--- config.mk ---
export PLATFORM = sky130hd
export DESIGN_NAME = ptm_front
export DESIGN_NICKNAME = d
export VERILOG_FILES = /design/src/sv/ptm_pkg.sv /design/src/sv/ptm_front.sv
export SDC_FILE = /design/constraint.sdc
export NUM_CORES = 1
export LEC_CHECK = 0
export BUFFER_PORTS_ARGS = -buffer_cell sky130_fd_sc_hd__buf_2
export CORE_MARGIN = 3
export CORE_UTILIZATION = 50
export DETAILED_ROUTE_END_ITERATION = 8
export GPL_TIMING_DRIVEN = 0
export PLACE_DENSITY = 0.78
export SLEW_MARGIN = 10
export SYNTH_ARGS = -nofsm -noshare
export SYNTH_HDL_FRONTEND = slang
export SYNTH_SLANG_ARGS = --single-unit
--- constraint.sdc ---
create_clock -name clk -period 10.15 [get_ports clk]
set_input_delay 2.03 -clock clk [delete_from_list [all_inputs] [get_ports clk]]
set_output_delay 2.03 -clock clk [all_outputs]
set_load 0.03 [all_outputs]
--- src/sv/ptm_pkg.sv ---
// shared types and constants for the two-level page table manager
`default_nettype none
package ptm_pkg;

  localparam int unsigned IDX_W    = 10;
  localparam int unsigned OFS_W    = 12;
  localparam int unsigned WORD_W   = 32;
  localparam int unsigned DIR_SIZE = 1024;
  localparam int unsigned TBL_SIZE = 1024;

  // request codes on the input side
  localparam logic [1:0] REQ_MAP   = 2'd0;
  localparam logic [1:0] REQ_UNMAP = 2'd1;
  localparam logic [1:0] REQ_XLATE = 2'd2;

  localparam logic [OFS_W-1:0] ID_FLAGS = 12'h003;

  // request queue between front and back
  localparam int unsigned Q_DEPTH = 2;
  localparam int unsigned Q_AW    = 1;

  typedef enum logic [1:0] {
    K_MAP,
    K_UNMAP,
    K_XLATE,
    K_NONE
  } ptm_kind_t;

  typedef struct packed {
    ptm_kind_t               kind;
    logic [IDX_W-1:0]        dir_idx;
    logic [IDX_W-1:0]        tbl_idx;
    logic [OFS_W-1:0]        offset;
    logic [WORD_W-1:0]       wdata;
  } ptm_cmd_t;

  typedef struct packed {
    logic clearing;
    logic pop;
  } ptm_back_status_t;

  typedef enum logic [1:0] {
    BK_CLEAR,
    BK_IDLE,
    BK_LOOK,
    BK_READ
  } ptm_state_t;

endpackage
`default_nettype wire

--- src/sv/ptm_front.sv ---
// request intake: decode and two-entry queue toward the walker
`default_nettype none
module ptm_front (
  input  wire logic                     clk,
  input  wire logic                     rst_n,
  input  wire logic                     in_tvalid,
  output logic                          in_tready,
  input  wire logic [79:0]              in_tdata,
  input  wire logic [1:0]               in_tuser,
  input  wire ptm_pkg::ptm_back_status_t status,
  output logic                          head_valid,
  output ptm_pkg::ptm_cmd_t             head
);

  ptm_pkg::ptm_cmd_t            q_r [ptm_pkg::Q_DEPTH];
  logic [ptm_pkg::Q_AW-1:0]     wr_ptr_r, wr_ptr_nxt;
  logic [ptm_pkg::Q_AW-1:0]     rd_ptr_r, rd_ptr_nxt;
  logic [ptm_pkg::Q_AW:0]       cnt_r, cnt_nxt;
  ptm_pkg::ptm_cmd_t            cmd;
  ptm_pkg::ptm_kind_t           kind;
  logic                         push;
  logic                         pop;

  always_comb begin
    case (in_tuser)
      ptm_pkg::REQ_MAP:   kind = ptm_pkg::K_MAP;
      ptm_pkg::REQ_UNMAP: kind = ptm_pkg::K_UNMAP;
      ptm_pkg::REQ_XLATE: kind = ptm_pkg::K_XLATE;
      default:            kind = ptm_pkg::K_NONE;
    endcase
  end

  always_comb begin
    cmd.kind    = kind;
    cmd.dir_idx = in_tdata[31:22];
    cmd.tbl_idx = in_tdata[21:12];
    cmd.offset  = in_tdata[11:0];
    // frame from the physical address, flags from the flag field
    cmd.wdata   = {in_tdata[63:44], in_tdata[75:64]};
  end

  assign in_tready  = (cnt_r != (ptm_pkg::Q_AW+1)'(ptm_pkg::Q_DEPTH)) && !status.clearing;
  assign push       = in_tvalid && in_tready;
  assign pop        = status.pop;
  assign head_valid = (cnt_r != '0);
  assign head       = q_r[rd_ptr_r];

  always_comb begin
    wr_ptr_nxt = push ? wr_ptr_r + 1'b1 : wr_ptr_r;
    rd_ptr_nxt = pop ? rd_ptr_r + 1'b1 : rd_ptr_r;
    cnt_nxt    = cnt_r;
    if (push && !pop) begin
      cnt_nxt = cnt_r + 1'b1;
    end else if (pop && !push) begin
      cnt_nxt = cnt_r - 1'b1;
    end
  end

  always_ff @(posedge clk) begin
    if (!rst_n) begin
      wr_ptr_r <= '0;
      rd_ptr_r <= '0;
      cnt_r    <= '0;
    end else begin
      wr_ptr_r <= wr_ptr_nxt;
      rd_ptr_r <= rd_ptr_nxt;
      cnt_r    <= cnt_nxt;
    end
  end

  always_ff @(posedge clk) begin
    if (push) begin
      q_r[wr_ptr_r] <= cmd;
    end
  end

endmodule
`default_nettype wire

Word-level counts from Yosys, hierarchy flattened:

Memory sizes are Yosys's and may differ from the RTL's. A register that Yosys moved wholly into a read port is not among the register bits.
Cells that the tools add are included.
Widths: inputs -> output; s select.

* flip-flop bits (word level): 4
* bits in latches: 0
* bits in writable memories: 132
* memory bits (read-only): 0
* bits of input ports: 87
* output and inout bits: 68
* word-level logic and storage cells: 28
* memories: 1

* add/subtract/negate cells: 4
* multiply operators: 0
* divide/modulo/power cells: 0
* magnitude comparators: 0
* equality and inequality tests: 3
* shifts and indexed selects: 0
* muxes and demuxes: 7
* bitwise operators: 0
* reductions and logical operators: 10

Memories
* q_r: depth 2, bits a word 66, read ports 1, clocked after memory_dff 1, write ports 1, line ptm_front.sv:15 `ptm_pkg::ptm_cmd_t q_r [ptm_pkg::Q_DEPTH];`

Operators by type and width (count)
* $pmux 2 s3: 1
* $logic_and 1x1->1: 4
* $mux 1: 4
* $mux 2: 2
* $reduce_bool 2->1: 2
* $logic_not 1->1: 3
* $add 1x1->1 const B: 2
* $add 2x1->2 const B: 1
* $eq 2x1->1 const B: 1
* $eq 2x2->1 const B: 1
* $logic_not 2->1: 1
* $ne 2x2->1 const B: 1
* $sub 2x1->2 const B: 1

Logic depth before layout (Yosys ltp):

Gate-level depths: netlist of run 1.

* word-level depth: 7
* gate-level depth with buffers: 6
* depth with buffers taken out: 6

Worst setup path after synthesis of run 1:

OpenSTA, ideal clock, no wires.

* kind: input to register
* start: input port status[1] in the netlist's numbering
* end: memory q_r[0][0] in the netlist's numbering (enable)
* setup time: 0.498 ns
* arrival time: 5.269 ns
* required time: 9.652 ns
* path slack: 4.383 ns
* stages on the path: 2
* buffers on the path: 0
* path through: nor3b_2 nor2b_1

* word-level cells in the longest chain between the ends: 5

RTL lines
* start, declared: line ptm_front.sv:10 `input wire ptm_pkg::ptm_back_status_t status,`
* $logic_not 1->1: line ptm_front.sv:42 `assign in_tready = (cnt_r != (ptm_pkg::Q_AW+1)'(ptm_pkg::Q_DEPTH)) && !status.clearing;`
* $logic_and 1x1->1: line ptm_front.sv:42
* $logic_and 1x1->1: line ptm_front.sv:43 `assign push = in_tvalid && in_tready;`
* $mux 1: line ptm_front.sv:72 `if (push) begin`
* $mux 1 (implied by the code): line ptm_front.sv:73 `q_r[wr_ptr_r] <= cmd;`
* end, declared: line ptm_front.sv:15

Every way passes these cells.

Final worst setup path of run 1:

* start: input port status[1] in the netlist's numbering
* end: output port in_tready

* word-level cells in the longest chain between the ends: 2

RTL lines
* $logic_not 1->1: line ptm_front.sv:42
* $logic_and 1x1->1: line ptm_front.sv:42
* end, declared: line ptm_front.sv:7 `output logic in_tready,`

Every way passes these cells.

==> impl_metrics.tcl, run 1 <==
set metrics [dict create \
    status "complete, no violations" \
    vias_per_cell 4.89 \
    cts_buffers 17 \
    port_buffers 136 \
    drc 0 \
    setup_ws_ns 5.70 \
    slew_headroom_pct 47.6 \
    cts.sinks 137 \
    cts.htree.levels 4 \
    synth_cell_types 22 \
    die_height_um 106 \
    n_fill_cell 677 \
    grt_pass1_vias 2831 \
    place_ws_ns 5.70 \
    crit_fanout 2 \
    cts_tree "built" \
    mappedNetlistNets 320 \
    postSynthAreaPerCell_um2 21.6 \
    period_share_pct 43.8 \
    fin_tns_setup_ns 0 \
    fp.dieW_um 106 \
    combPwrFrac_pct 13.1 \
    finClkSkew_ns 0.00627 \
    syn_area_um2 5020 \
    synth_top_family_by_area "multiplexers" \
    seqPwrFrac_pct 48.2 \
    core_um2 9500 \
    grt_first_pass_wirelength_mm 13.9 \
    antenna_found_initial 0 \
    p_int_w 0.00102 \
    synth_common_cells "edfxtp_1 (132), mux2_2 (66), dfxtp_1 (5), and2_1 (4), buf_6 (4)" \
    post_cts_buffers 0 \
    pwr-share-clk_pct 38.7 \
    startpoint_type "input port" \
    root_buffer "clkbuf_8" \
    synthXorXnorAreaFrac_pct 0.524 \
    synthAdderAreaFrac_pct 0.249 \
    synth_compound_area_share_pct 0.249 \
    p_switching_w 0.000344 \
    min_path_cells 2 \
    hold_viol 0 \
    die_area_um2 11300 \
    setup_violations 0 \
    cts_buffer_depth 2 \
    dp.cells 500 \
    synth_cells 232 \
    yosysWarnings 0 \
    worst_skew_pair.late_latency_ns 0.50 \
    power.density_nw_per_um2 211 \
    synth-seq-cells 137 \
    yosysSeqAreaShare_pct 81.0 \
    wl_per_cell_um 16.3 \
    gp_congestion 0.690 \
    clkTransAtPathRegs_ns 0.06 \
    worstSetupEndpointType "output pin" \
    hold_class "register to register" \
    layout-drive-gt1-share_pct 60.8 \
    dp_hpwl_mm 5.78 \
    cpMostUsedCell "buf_2" \
    yosysTopAreaCell "edfxtp_1" \
    drv_cap 0 \
    drv_slew 0 \
    postCtsResizedCells 0 \
    required_ns 8.12 \
    ios 155 \
    start_util_pct 52.8 \
    syn2layout_area_growth_pct 29.0 \
    hold_buffers 0 \
    yosysMostFrequentCell "edfxtp_1" \
    synth-simple-area-share_pct 1.52 \
    rsz0062_at_grt "no" \
    grt.overflow.total 0 \
    r2r_cells 4 \
    nets 478 \
    r2r_setup_slack_ns 8.01 \
    swShare_pct 25.2 \
    route.antenna.remaining_nets 0 \
    synth_top_area_share_pct 79.0 \
    leakagePower_nw 2.41 \
    synth.top_cells.by_area "edfxtp_1 (79%), mux2_2 (15%), dfxtp_1 (2.0%)" \
    worstPathArrival_ns 2.42 \
    synth_edf_count 132 \
    grt_usage_pct 16.5 \
    peakVddDrop_mv 0.133 \
    synthMuxAreaShare_pct 15.0 \
    async_reset_ff_share_pct 0 \
    drt_first_pass_iters 4 \
    max_stage_delay_ns 0.20 \
    cpMaxStageDelayCell "buf_2" \
    grt_start_max_net_pins 43 \
    worst-setup-path-type "input port to output pin" \
    drtIter0Drc 96 \
    layoutNonFillerInstCount 532 \
    final_core_util_pct 68.1 \
    worst_pin_slew_ns 0.785 \
    std_cell_rows 35 \
    wl_mm 8.70 \
    vias 2600 \
    period_needed_ns 4.45 \
    crit_chain "buf_2, nor2_1, buf_2" \
    max_freq_mhz 225 \
    yosys_most_used_dff "edfxtp_1" \
    antennaDiodeCount 0 \
]
-- sequential cells by signal (all words and copies together), names as in the netlist, named ones only --
signal	cells
cnt_r	2
rd_ptr_r	1
q_r	132
wr_ptr_r	1
-- power groups by stage --
stage | clock, W | combinational (W) | sequential, W
final | 0.000530 | 0.000179 | 0.000659
after global routing | 0.000569 | 0.000192 | 0.000661
after CTS | 0.000544 | 0.000182 | 0.000659
after detailed placement | 0 | 0.000181 | 0.000671
after global placement | 0 | 0.000172 | 0.000673
after floorplan | 0 | 0.000121 | 0.000670
-- per-layer routing --
metal / part of all wire (%) / vias to the layer above / wire length, um / GRT usage (%)
met1: 41 / 1254 / 3540 / 19.5
met5: 0 / - / 0 / 0
li1: - / 1229 / - / -
met4: 1.0 / 0 / 91 / 5.55
met2: 50 / 106 / 4380 / 27.7
met3: 7.9 / 11 / 690 / 6.25
-- critical path, delay by kind of cell --
family        cells  cell delay (ns)
simple gates      1             0.09
buf+inv           2             0.31
-- layout by cell type (no fill, tap or decap) --
master / Yosys / routed
clkinvlp_4: 0 / 8
xnor2_1: 1 / 1
clkbuf_8: 0 / 1
inv_1: 1 / 1
inv_6: 0 / 4
and2_4: 0 / 1
nand2_1: 1 / 1
or3_1: 1 / 1
or2_2: 1 / 1
mux2i_1: 1 / 1
nor2b_1: 2 / 1
clkbuf_1: 2 / 5
dfxtp_1: 5 / 5
nor2b_4: 0 / 1
clkbuf_16: 0 / 16
edfxtp_1: 132 / 132
nor3b_2: 1 / 1
buf_6: 4 / 4
nor2_1: 1 / 1
a21boi_1: 1 / 1
mux2_2: 66 / 66
xor2_1: 2 / 2
and2_1: 4 / 3
nand2b_1: 1 / 1
o21ai_0: 1 / 1
buf_16: 0 / 3
buf_4: 1 / 1
ha_1: 1 / 1
buf_2: 2 / 138
-- cell families (layout without fill, tap and decap cells) --
logic type | after synthesis | after routing
flip-flops | 137 | 137
multiplexers | 67 | 67
AND/OR/NAND/NOR | 12 | 12
buffers and inverters | 10 | 181
XOR/XNOR | 3 | 3
AO/OA/AOI/OAI | 2 | 2
adder cells (fa/ha/maj) | 1 | 1
-- final timing paths --
kind	from	to
worst max-delay path	status[1]	in_tready
worst min register to register	cnt_r[1]	cnt_r[1]
worst max register to register	cnt_r[0]	q_r[0][4]
worst min-delay path	cnt_r[1]	cnt_r[1]
-- area by class of cell --
cell class | count | area [um^2] | area share (%)
Clock buffer | 20 | 425 | 6.57
Multi-Input combinational cell | 85 | 891 | 13.8
Clock inverter | 12 | 95.1 | 1.47
Timing Repair Buffer | 139 | 763 | 11.8
Sequential cell | 137 | 4060 | 62.8
Tap cell | 129 | 161 | 2.49
Buffer | 9 | 70.1 | 1.08
Inverter | 1 | 3.75 | 0.0580
-- per-stage QoR --
stage               total power, W  hold slack (ns)  cell area [um^2]
floorplan                 0.000792            0.451              5020
global placement          0.000844            0.460              5860
detailed placement        0.000851            0.515              5950
CTS                        0.00138            0.523              6470
global route               0.00142            0.551              6470
finish                     0.00137            0.521              6470
(Power assumes the default switching activity.)
==> inputs of run 2 (changes only) <==
--- a/config.mk
+++ b/config.mk
@@ -7,10 +7,10 @@
 export LEC_CHECK = 0
 export BUFFER_PORTS_ARGS = -buffer_cell sky130_fd_sc_hd__buf_2
 export CORE_MARGIN = 3
-export CORE_UTILIZATION = 50
+export CORE_UTILIZATION = 46
 export DETAILED_ROUTE_END_ITERATION = 8
 export GPL_TIMING_DRIVEN = 0
-export PLACE_DENSITY = 0.78
+export PLACE_DENSITY = 0.76
 export SLEW_MARGIN = 10
 export SYNTH_ARGS = -nofsm -noshare
 export SYNTH_HDL_FRONTEND = slang
==> constraint.sdc (replaced) <==
create_clock -name clk -period 3.9 [get_ports clk]
set_input_delay 0.78 -clock clk [delete_from_list [all_inputs] [get_ports clk]]
set_output_delay 0.78 -clock clk [all_outputs]
set_load 0.03 [all_outputs]
==> run 2 against run 1 <==
Sequential power rose to 2.6 times the previous value. Sequential cell count unchanged. Sequential share of layout area down 1.1 points. Count of clock-buffer cells in the layout down 1. Largest power group is now clock.
==> impl_metrics.tcl, run 2 (synthesis results as in run 1) <==
set metrics [dict create \
    worst_pin_slew_ns 0.768 \
    worstPathArrival_ns 1.80 \
    dp_hpwl_mm 5.81 \
    grt.overflow.total 0 \
    status "complete, no violations" \
    combPwrFrac_pct 11.8 \
    final_area_um2 6590 \
    seqPwrFrac_pct 43.9 \
    swShare_pct 22.2 \
    top_register "q_r" \
    std_cell_rows 37 \
    die_height_um 110 \
    layout-drive-gt1-share_pct 60.5 \
    drv_slew 0 \
    hold_buffers 0 \
    period_share_pct 66.0 \
    finClkSkew_ns 0.00622 \
    drc 0 \
    postCtsResizedCells 0 \
    peakVddDrop_mv 0.303 \
    antennaDiodeCount 0 \
    cts_buffer_depth 2 \
    rsz0062_at_grt "no" \
    start_util_pct 48.0 \
    pwr-share-clk_pct 44.2 \
    vias_per_cell 4.75 \
    setup_violations 0 \
    grt_usage_pct 14.8 \
    clkTransAtPathRegs_ns 0.06 \
    grt_pass1_vias 2769 \
    required_ns 3.12 \
    hold_viol 0 \
    core_um2 10500 \
    wl_per_cell_um 16.3 \
    gp_congestion 0.723 \
    multi_input_area_um2 891 \
    cts.sinks 137 \
    post_cts_buffers 0 \
    slew_headroom_pct 48.7 \
    layoutNonFillerInstCount 539 \
    wl_mm 8.77 \
    power.density_nw_per_um2 592 \
    cts.htree.levels 4 \
    ios 155 \
    period_needed_ns 2.58 \
    fin_tns_setup_ns 0 \
    grt_start_max_net_pins 43 \
    die_area_um2 12200 \
    max_freq_mhz 388 \
    p_int_w 0.00303 \
    register_area_um2 4060 \
    port_buffers 136 \
    vias 2562 \
    grt_first_pass_wirelength_mm 13.9 \
    final_common_cell "buf_2" \
    startpoint_type "register" \
    p_switching_w 0.000868 \
    worstSetupEndpointType "output pin" \
    route.antenna.remaining_nets 0 \
    fp.dieW_um 110 \
    drtIter0Drc 122 \
    syn2layout_area_growth_pct 31.4 \
    drv_cap 0 \
    hold_class "input port to register" \
    mostFrequentLayoutCells "buf_2 (138), edfxtp_1 (132), mux2_2 (66)" \
    worst_skew_pair.late_latency_ns 0.50 \
    leakagePower_nw 2.48 \
    drt_first_pass_iters 4 \
    dp.cells 507 \
    placed_area_um2 5950 \
    reg_top3 "q_r (132), cnt_r (2)" \
    nets 478 \
    cts_buffers 17 \
    cts_tree "built" \
    antenna_found_initial 0 \
    root_buffer "clkbuf_8" \
    largest_reg_flops 132 \
    worst-setup-path-type "register to output pin" \
    n_fill_cell 781 \
    crit_fanout 10 \
    r2r_setup_slack_ns 1.60 \
]
run 2: cell types whose count changed in the layout (fill, tap and decap cells not counted), sizes merged:
cell,previous run,this run
bufinv,0,6
clkinvlp,8,3
clkinv,0,3
inv,5,2
clkbuf,22,21
run 2: final timing paths:
check,start,endpoint,depth (start not counted)
worst max register to register,cnt_r[0],q_r[0][53],5
worst max-delay path,register,head[17],4
worst min register to register,cnt_r[1],cnt_r[1],2
worst min-delay path,in_tdata[23],q_r[1][55],1
run 2: cell type report:
cell class | count | area share [%]
clock inverters | 13 | 3.40
repair buffers | 139 | 11.3
clock buffers | 19 | 6.40
flip-flops and latches | 137 | 61.6
well taps | 136 | 2.58
plain buffers | 9 | 1.06
inverters | 1 | 0.0569
multi-input cells | 85 | 13.5
run 2: stage by stage:
stage	power, W	utilization, %	hold slack (ns)	setup WS, ns
floorplan	0.00206	-	0.461	0.638
global placement	0.00219	56.1	0.471	-0.437
detailed placement	0.00221	56.8	0.502	1.12
CTS	0.00395	63.0	0.431	1.25
global route	0.00406	63.0	0.426	1.21
finish	0.00390	63.0	0.461	1.32
run 2: metal layers:
| layer | vias to the layer above | GRT usage [%] | wire (um) |
|---|---|---|---|
| met5 | - | 0 | 0 |
| met4 | 0 | 6.16 | 64 |
| met3 | 7 | 5.70 | 734 |
| met2 | 99 | 25.0 | 4480 |
| met1 | 1224 | 16.9 | 3490 |
| li1 | 1232 | - | - |
run 2: critical path, cell delays in order, from the launching register on:
cell and delay, ns:
dfxtp_1 0.36, buf_4 0.22, buf_6 0.18, mux2_2 0.35, buf_2 0.18
run 2: power groups by stage:
stage | clock network (W) | registers (W) | logic (W)
2_1_floorplan | 0 | 0.00174 | 0.000316
3_3_place_gp | 0 | 0.00175 | 0.000447
3_5_place_dp | 0 | 0.00174 | 0.000467
4_1_cts | 0.00176 | 0.00171 | 0.000470
5_1_grt | 0.00184 | 0.00172 | 0.000494
6_report | 0.00173 | 0.00171 | 0.000462
==> inputs of run 3 (changes only) <==
--- a/config.mk
+++ b/config.mk
@@ -5,12 +5,13 @@
 export SDC_FILE = /design/constraint.sdc
 export NUM_CORES = 1
 export LEC_CHECK = 0
+export ABC_AREA = 1
 export BUFFER_PORTS_ARGS = -buffer_cell sky130_fd_sc_hd__buf_2
 export CORE_MARGIN = 3
-export CORE_UTILIZATION = 46
+export CORE_UTILIZATION = 50
 export DETAILED_ROUTE_END_ITERATION = 8
 export GPL_TIMING_DRIVEN = 0
-export PLACE_DENSITY = 0.76
+export PLACE_DENSITY = 0.78
 export SLEW_MARGIN = 10
 export SYNTH_ARGS = -nofsm -noshare
 export SYNTH_HDL_FRONTEND = slang
==> constraint.sdc (replaced) <==
create_clock -name clk -period 2.6 [get_ports clk]
set_input_delay 0.52 -clock clk [delete_from_list [all_inputs] [get_ports clk]]
set_output_delay 0.52 -clock clk [all_outputs]
set_load 0.03 [all_outputs]
==> run 3 against run 2 <==
Global-route usage up 1.5 points. First-iteration DRC count down 26%. Die area down 4.7%.
==> impl_metrics.tcl, run 3 <==
set metrics [dict create \
    status "complete, no violations" \
    clkTransAtPathRegs_ns 0.06 \
    worst-setup-path-type "register to output pin" \
    slew_headroom_pct 56.6 \
    start_util_pct 52.3 \
    worstSetupEndpointType "output pin" \
    hold_class "input port to register" \
    power.density_nw_per_um2 827 \
    wl_mm 9.14 \
    vias 2683 \
    grt_first_pass_wirelength_mm 13.9 \
    yosysMostFrequentCell "edfxtp_1" \
    synth_edf_count 132 \
    setup_violations 0 \
    synth-seq-cells 137 \
    synth_common_cells "edfxtp_1 (132), mux2_4 (40), mux2_2 (26), inv_1 (11), nand2_1 (10)" \
    die_height_um 108 \
    rsz0062_at_grt "no" \
    cts_buffers 17 \
    die_area_um2 11600 \
    finClkSkew_ns 0.00738 \
    dp.cells 519 \
    yosysSeqAreaShare_pct 78.4 \
    cpMaxStageDelayCell "dfxtp_1" \
    core_um2 9910 \
    setup_ws_ns 0.352 \
    crit_chain "buf_6, buf_6, mux2_4, buf_2" \
    leakagePower_nw 2.66 \
    worst_pin_slew_ns 0.650 \
    largest_reg_flops 132 \
    port_buffers 136 \
    route.antenna.remaining_nets 0 \
    synth_cells 247 \
    yosysWarnings 0 \
    cts_tree "built" \
    cts_buffer_depth 2 \
    cpMostUsedCell "buf_6" \
    drt_first_pass_iters 4 \
    synth.top_cells.by_area "edfxtp_1 (76%), mux2_4 (12%), mux2_2 (5.6%)" \
    mostFrequentLayoutCells "buf_2 (138), edfxtp_1 (132), mux2_4 (40)" \
    startpoint_type "register" \
    gp_congestion 0.726 \
    hold_buffers 0 \
    peakVddDrop_mv 0.495 \
    synth_cell_types 15 \
    reg_top3 "q_r (132), cnt_r (2)" \
    max_stage_delay_ns 0.35 \
    wl_per_cell_um 16.6 \
    postSynthAreaPerCell_um2 21.0 \
    drv_slew 0 \
    std_cell_rows 36 \
    place_ws_ns 0.540 \
    crit_fanout 10 \
    yosysTopAreaCell "edfxtp_1" \
    top_register "q_r" \
    nets 493 \
    layoutNonFillerInstCount 550 \
    vias_per_cell 4.88 \
    dp_hpwl_mm 6.31 \
    grt_pass1_vias 2845 \
    final_common_cell "buf_2" \
    period_share_pct 86.5 \
    cts.sinks 137 \
    drc 0 \
    post_cts_buffers 0 \
    syn2layout_area_growth_pct 29.4 \
    yosys_most_used_dff "edfxtp_1" \
    fp.dieW_um 108 \
    layout-drive-gt1-share_pct 58.0 \
    drv_cap 0 \
    ios 155 \
    hold_viol 0 \
    grt.overflow.total 0 \
    max_freq_mhz 445 \
    cts.htree.levels 4 \
    worst_skew_pair.late_latency_ns 0.50 \
    required_ns 2.08 \
    worstPathArrival_ns 1.73 \
    grt_start_max_net_pins 36 \
    crit_family "buffers and inverters" \
    async_reset_ff_share_pct 0 \
    period_needed_ns 2.25 \
    grt_usage_pct 16.3 \
    path_buf_inv 3 \
    antennaDiodeCount 0 \
    syn_area_um2 5180 \
    synth_top_area_share_pct 76.5 \
    mappedNetlistNets 335 \
    root_buffer "clkbuf_8" \
    drtIter0Drc 90 \
    postCtsResizedCells 0 \
    antenna_found_initial 1 \
]
run 3: metrics by stage:
step	total power, W	util [%]	instance area [um^2]	setup TNS, ns	hold WS, ns
4_1_cts	0.00561	67.7	6710	0	0.168
3_5_place_dp	0.00322	61.6	6110	0	0.505
5_1_grt	0.00577	67.7	6710	0	0.162
2_1_floorplan	0.00301	-	5190	0	0.463
6_report	0.00555	67.7	6710	0	0.201
3_3_place_gp	0.00319	60.9	6040	-52.24	0.474
run 3: final timing paths:
path,slack (ns),to,cells past startpoint,start
hold / removal,0.20,q_r[0][56],1,in_tdata[24]
setup reg to reg,0.75,q_r[0][47],5,cnt_r[0]
setup / recovery,0.35,head[39],4,register
hold reg to reg,0.52,rd_ptr_r,2,rd_ptr_r
run 3: cell families after synthesis:
logic type                 count (synthesis)  synth area share (%)
muxes                                     66                  17.2
and+or+nand+nor                           20                  1.59
AOI/OAI and AO/OA                          3                 0.290
buffers and inverters                     20                  2.22
DFF                                      137                  78.4
adders and majority gates                  1                 0.241
run 3: report_power, final:
part           internal (W)  total, W  switching (W)
combinational      0.000244  0.000615       0.000371
sequential          0.00252   0.00255      0.0000251
clock               0.00155   0.00238       0.000833
run 3: cell type report:
| cell class | count | area, um^2 |
|---|---|---|
| fillers | 693 | 3200 |
| repair buffers | 139 | 748 |
| inverters | 11 | 43.8 |
| plain buffers | 9 | 73.8 |
| well taps | 133 | 166 |
| clock buffers | 19 | 422 |
| multi-input cells | 90 | 1010 |
| flip-flops and latches | 137 | 4060 |
| clock inverters | 12 | 176 |
run 3: worst reg2reg max path, delay by kind of cell, from the launching register on:
family / cells / cell delay (ns)
flops: 1 / 0.33
simple gates: 3 / 0.81
buf+inv: 2 / 0.39
run 3: routing by layer:
metal | part of all wire (%) | global-route usage [%] | vias up
li1 | - | - | 1274
met5 | 0.14 | 0 | -
met3 | 8.4 | 7.44 | 14
met4 | 1.6 | 6.22 | 2
met1 | 39 | 19.3 | 1272
met2 | 50 | 26.1 | 121
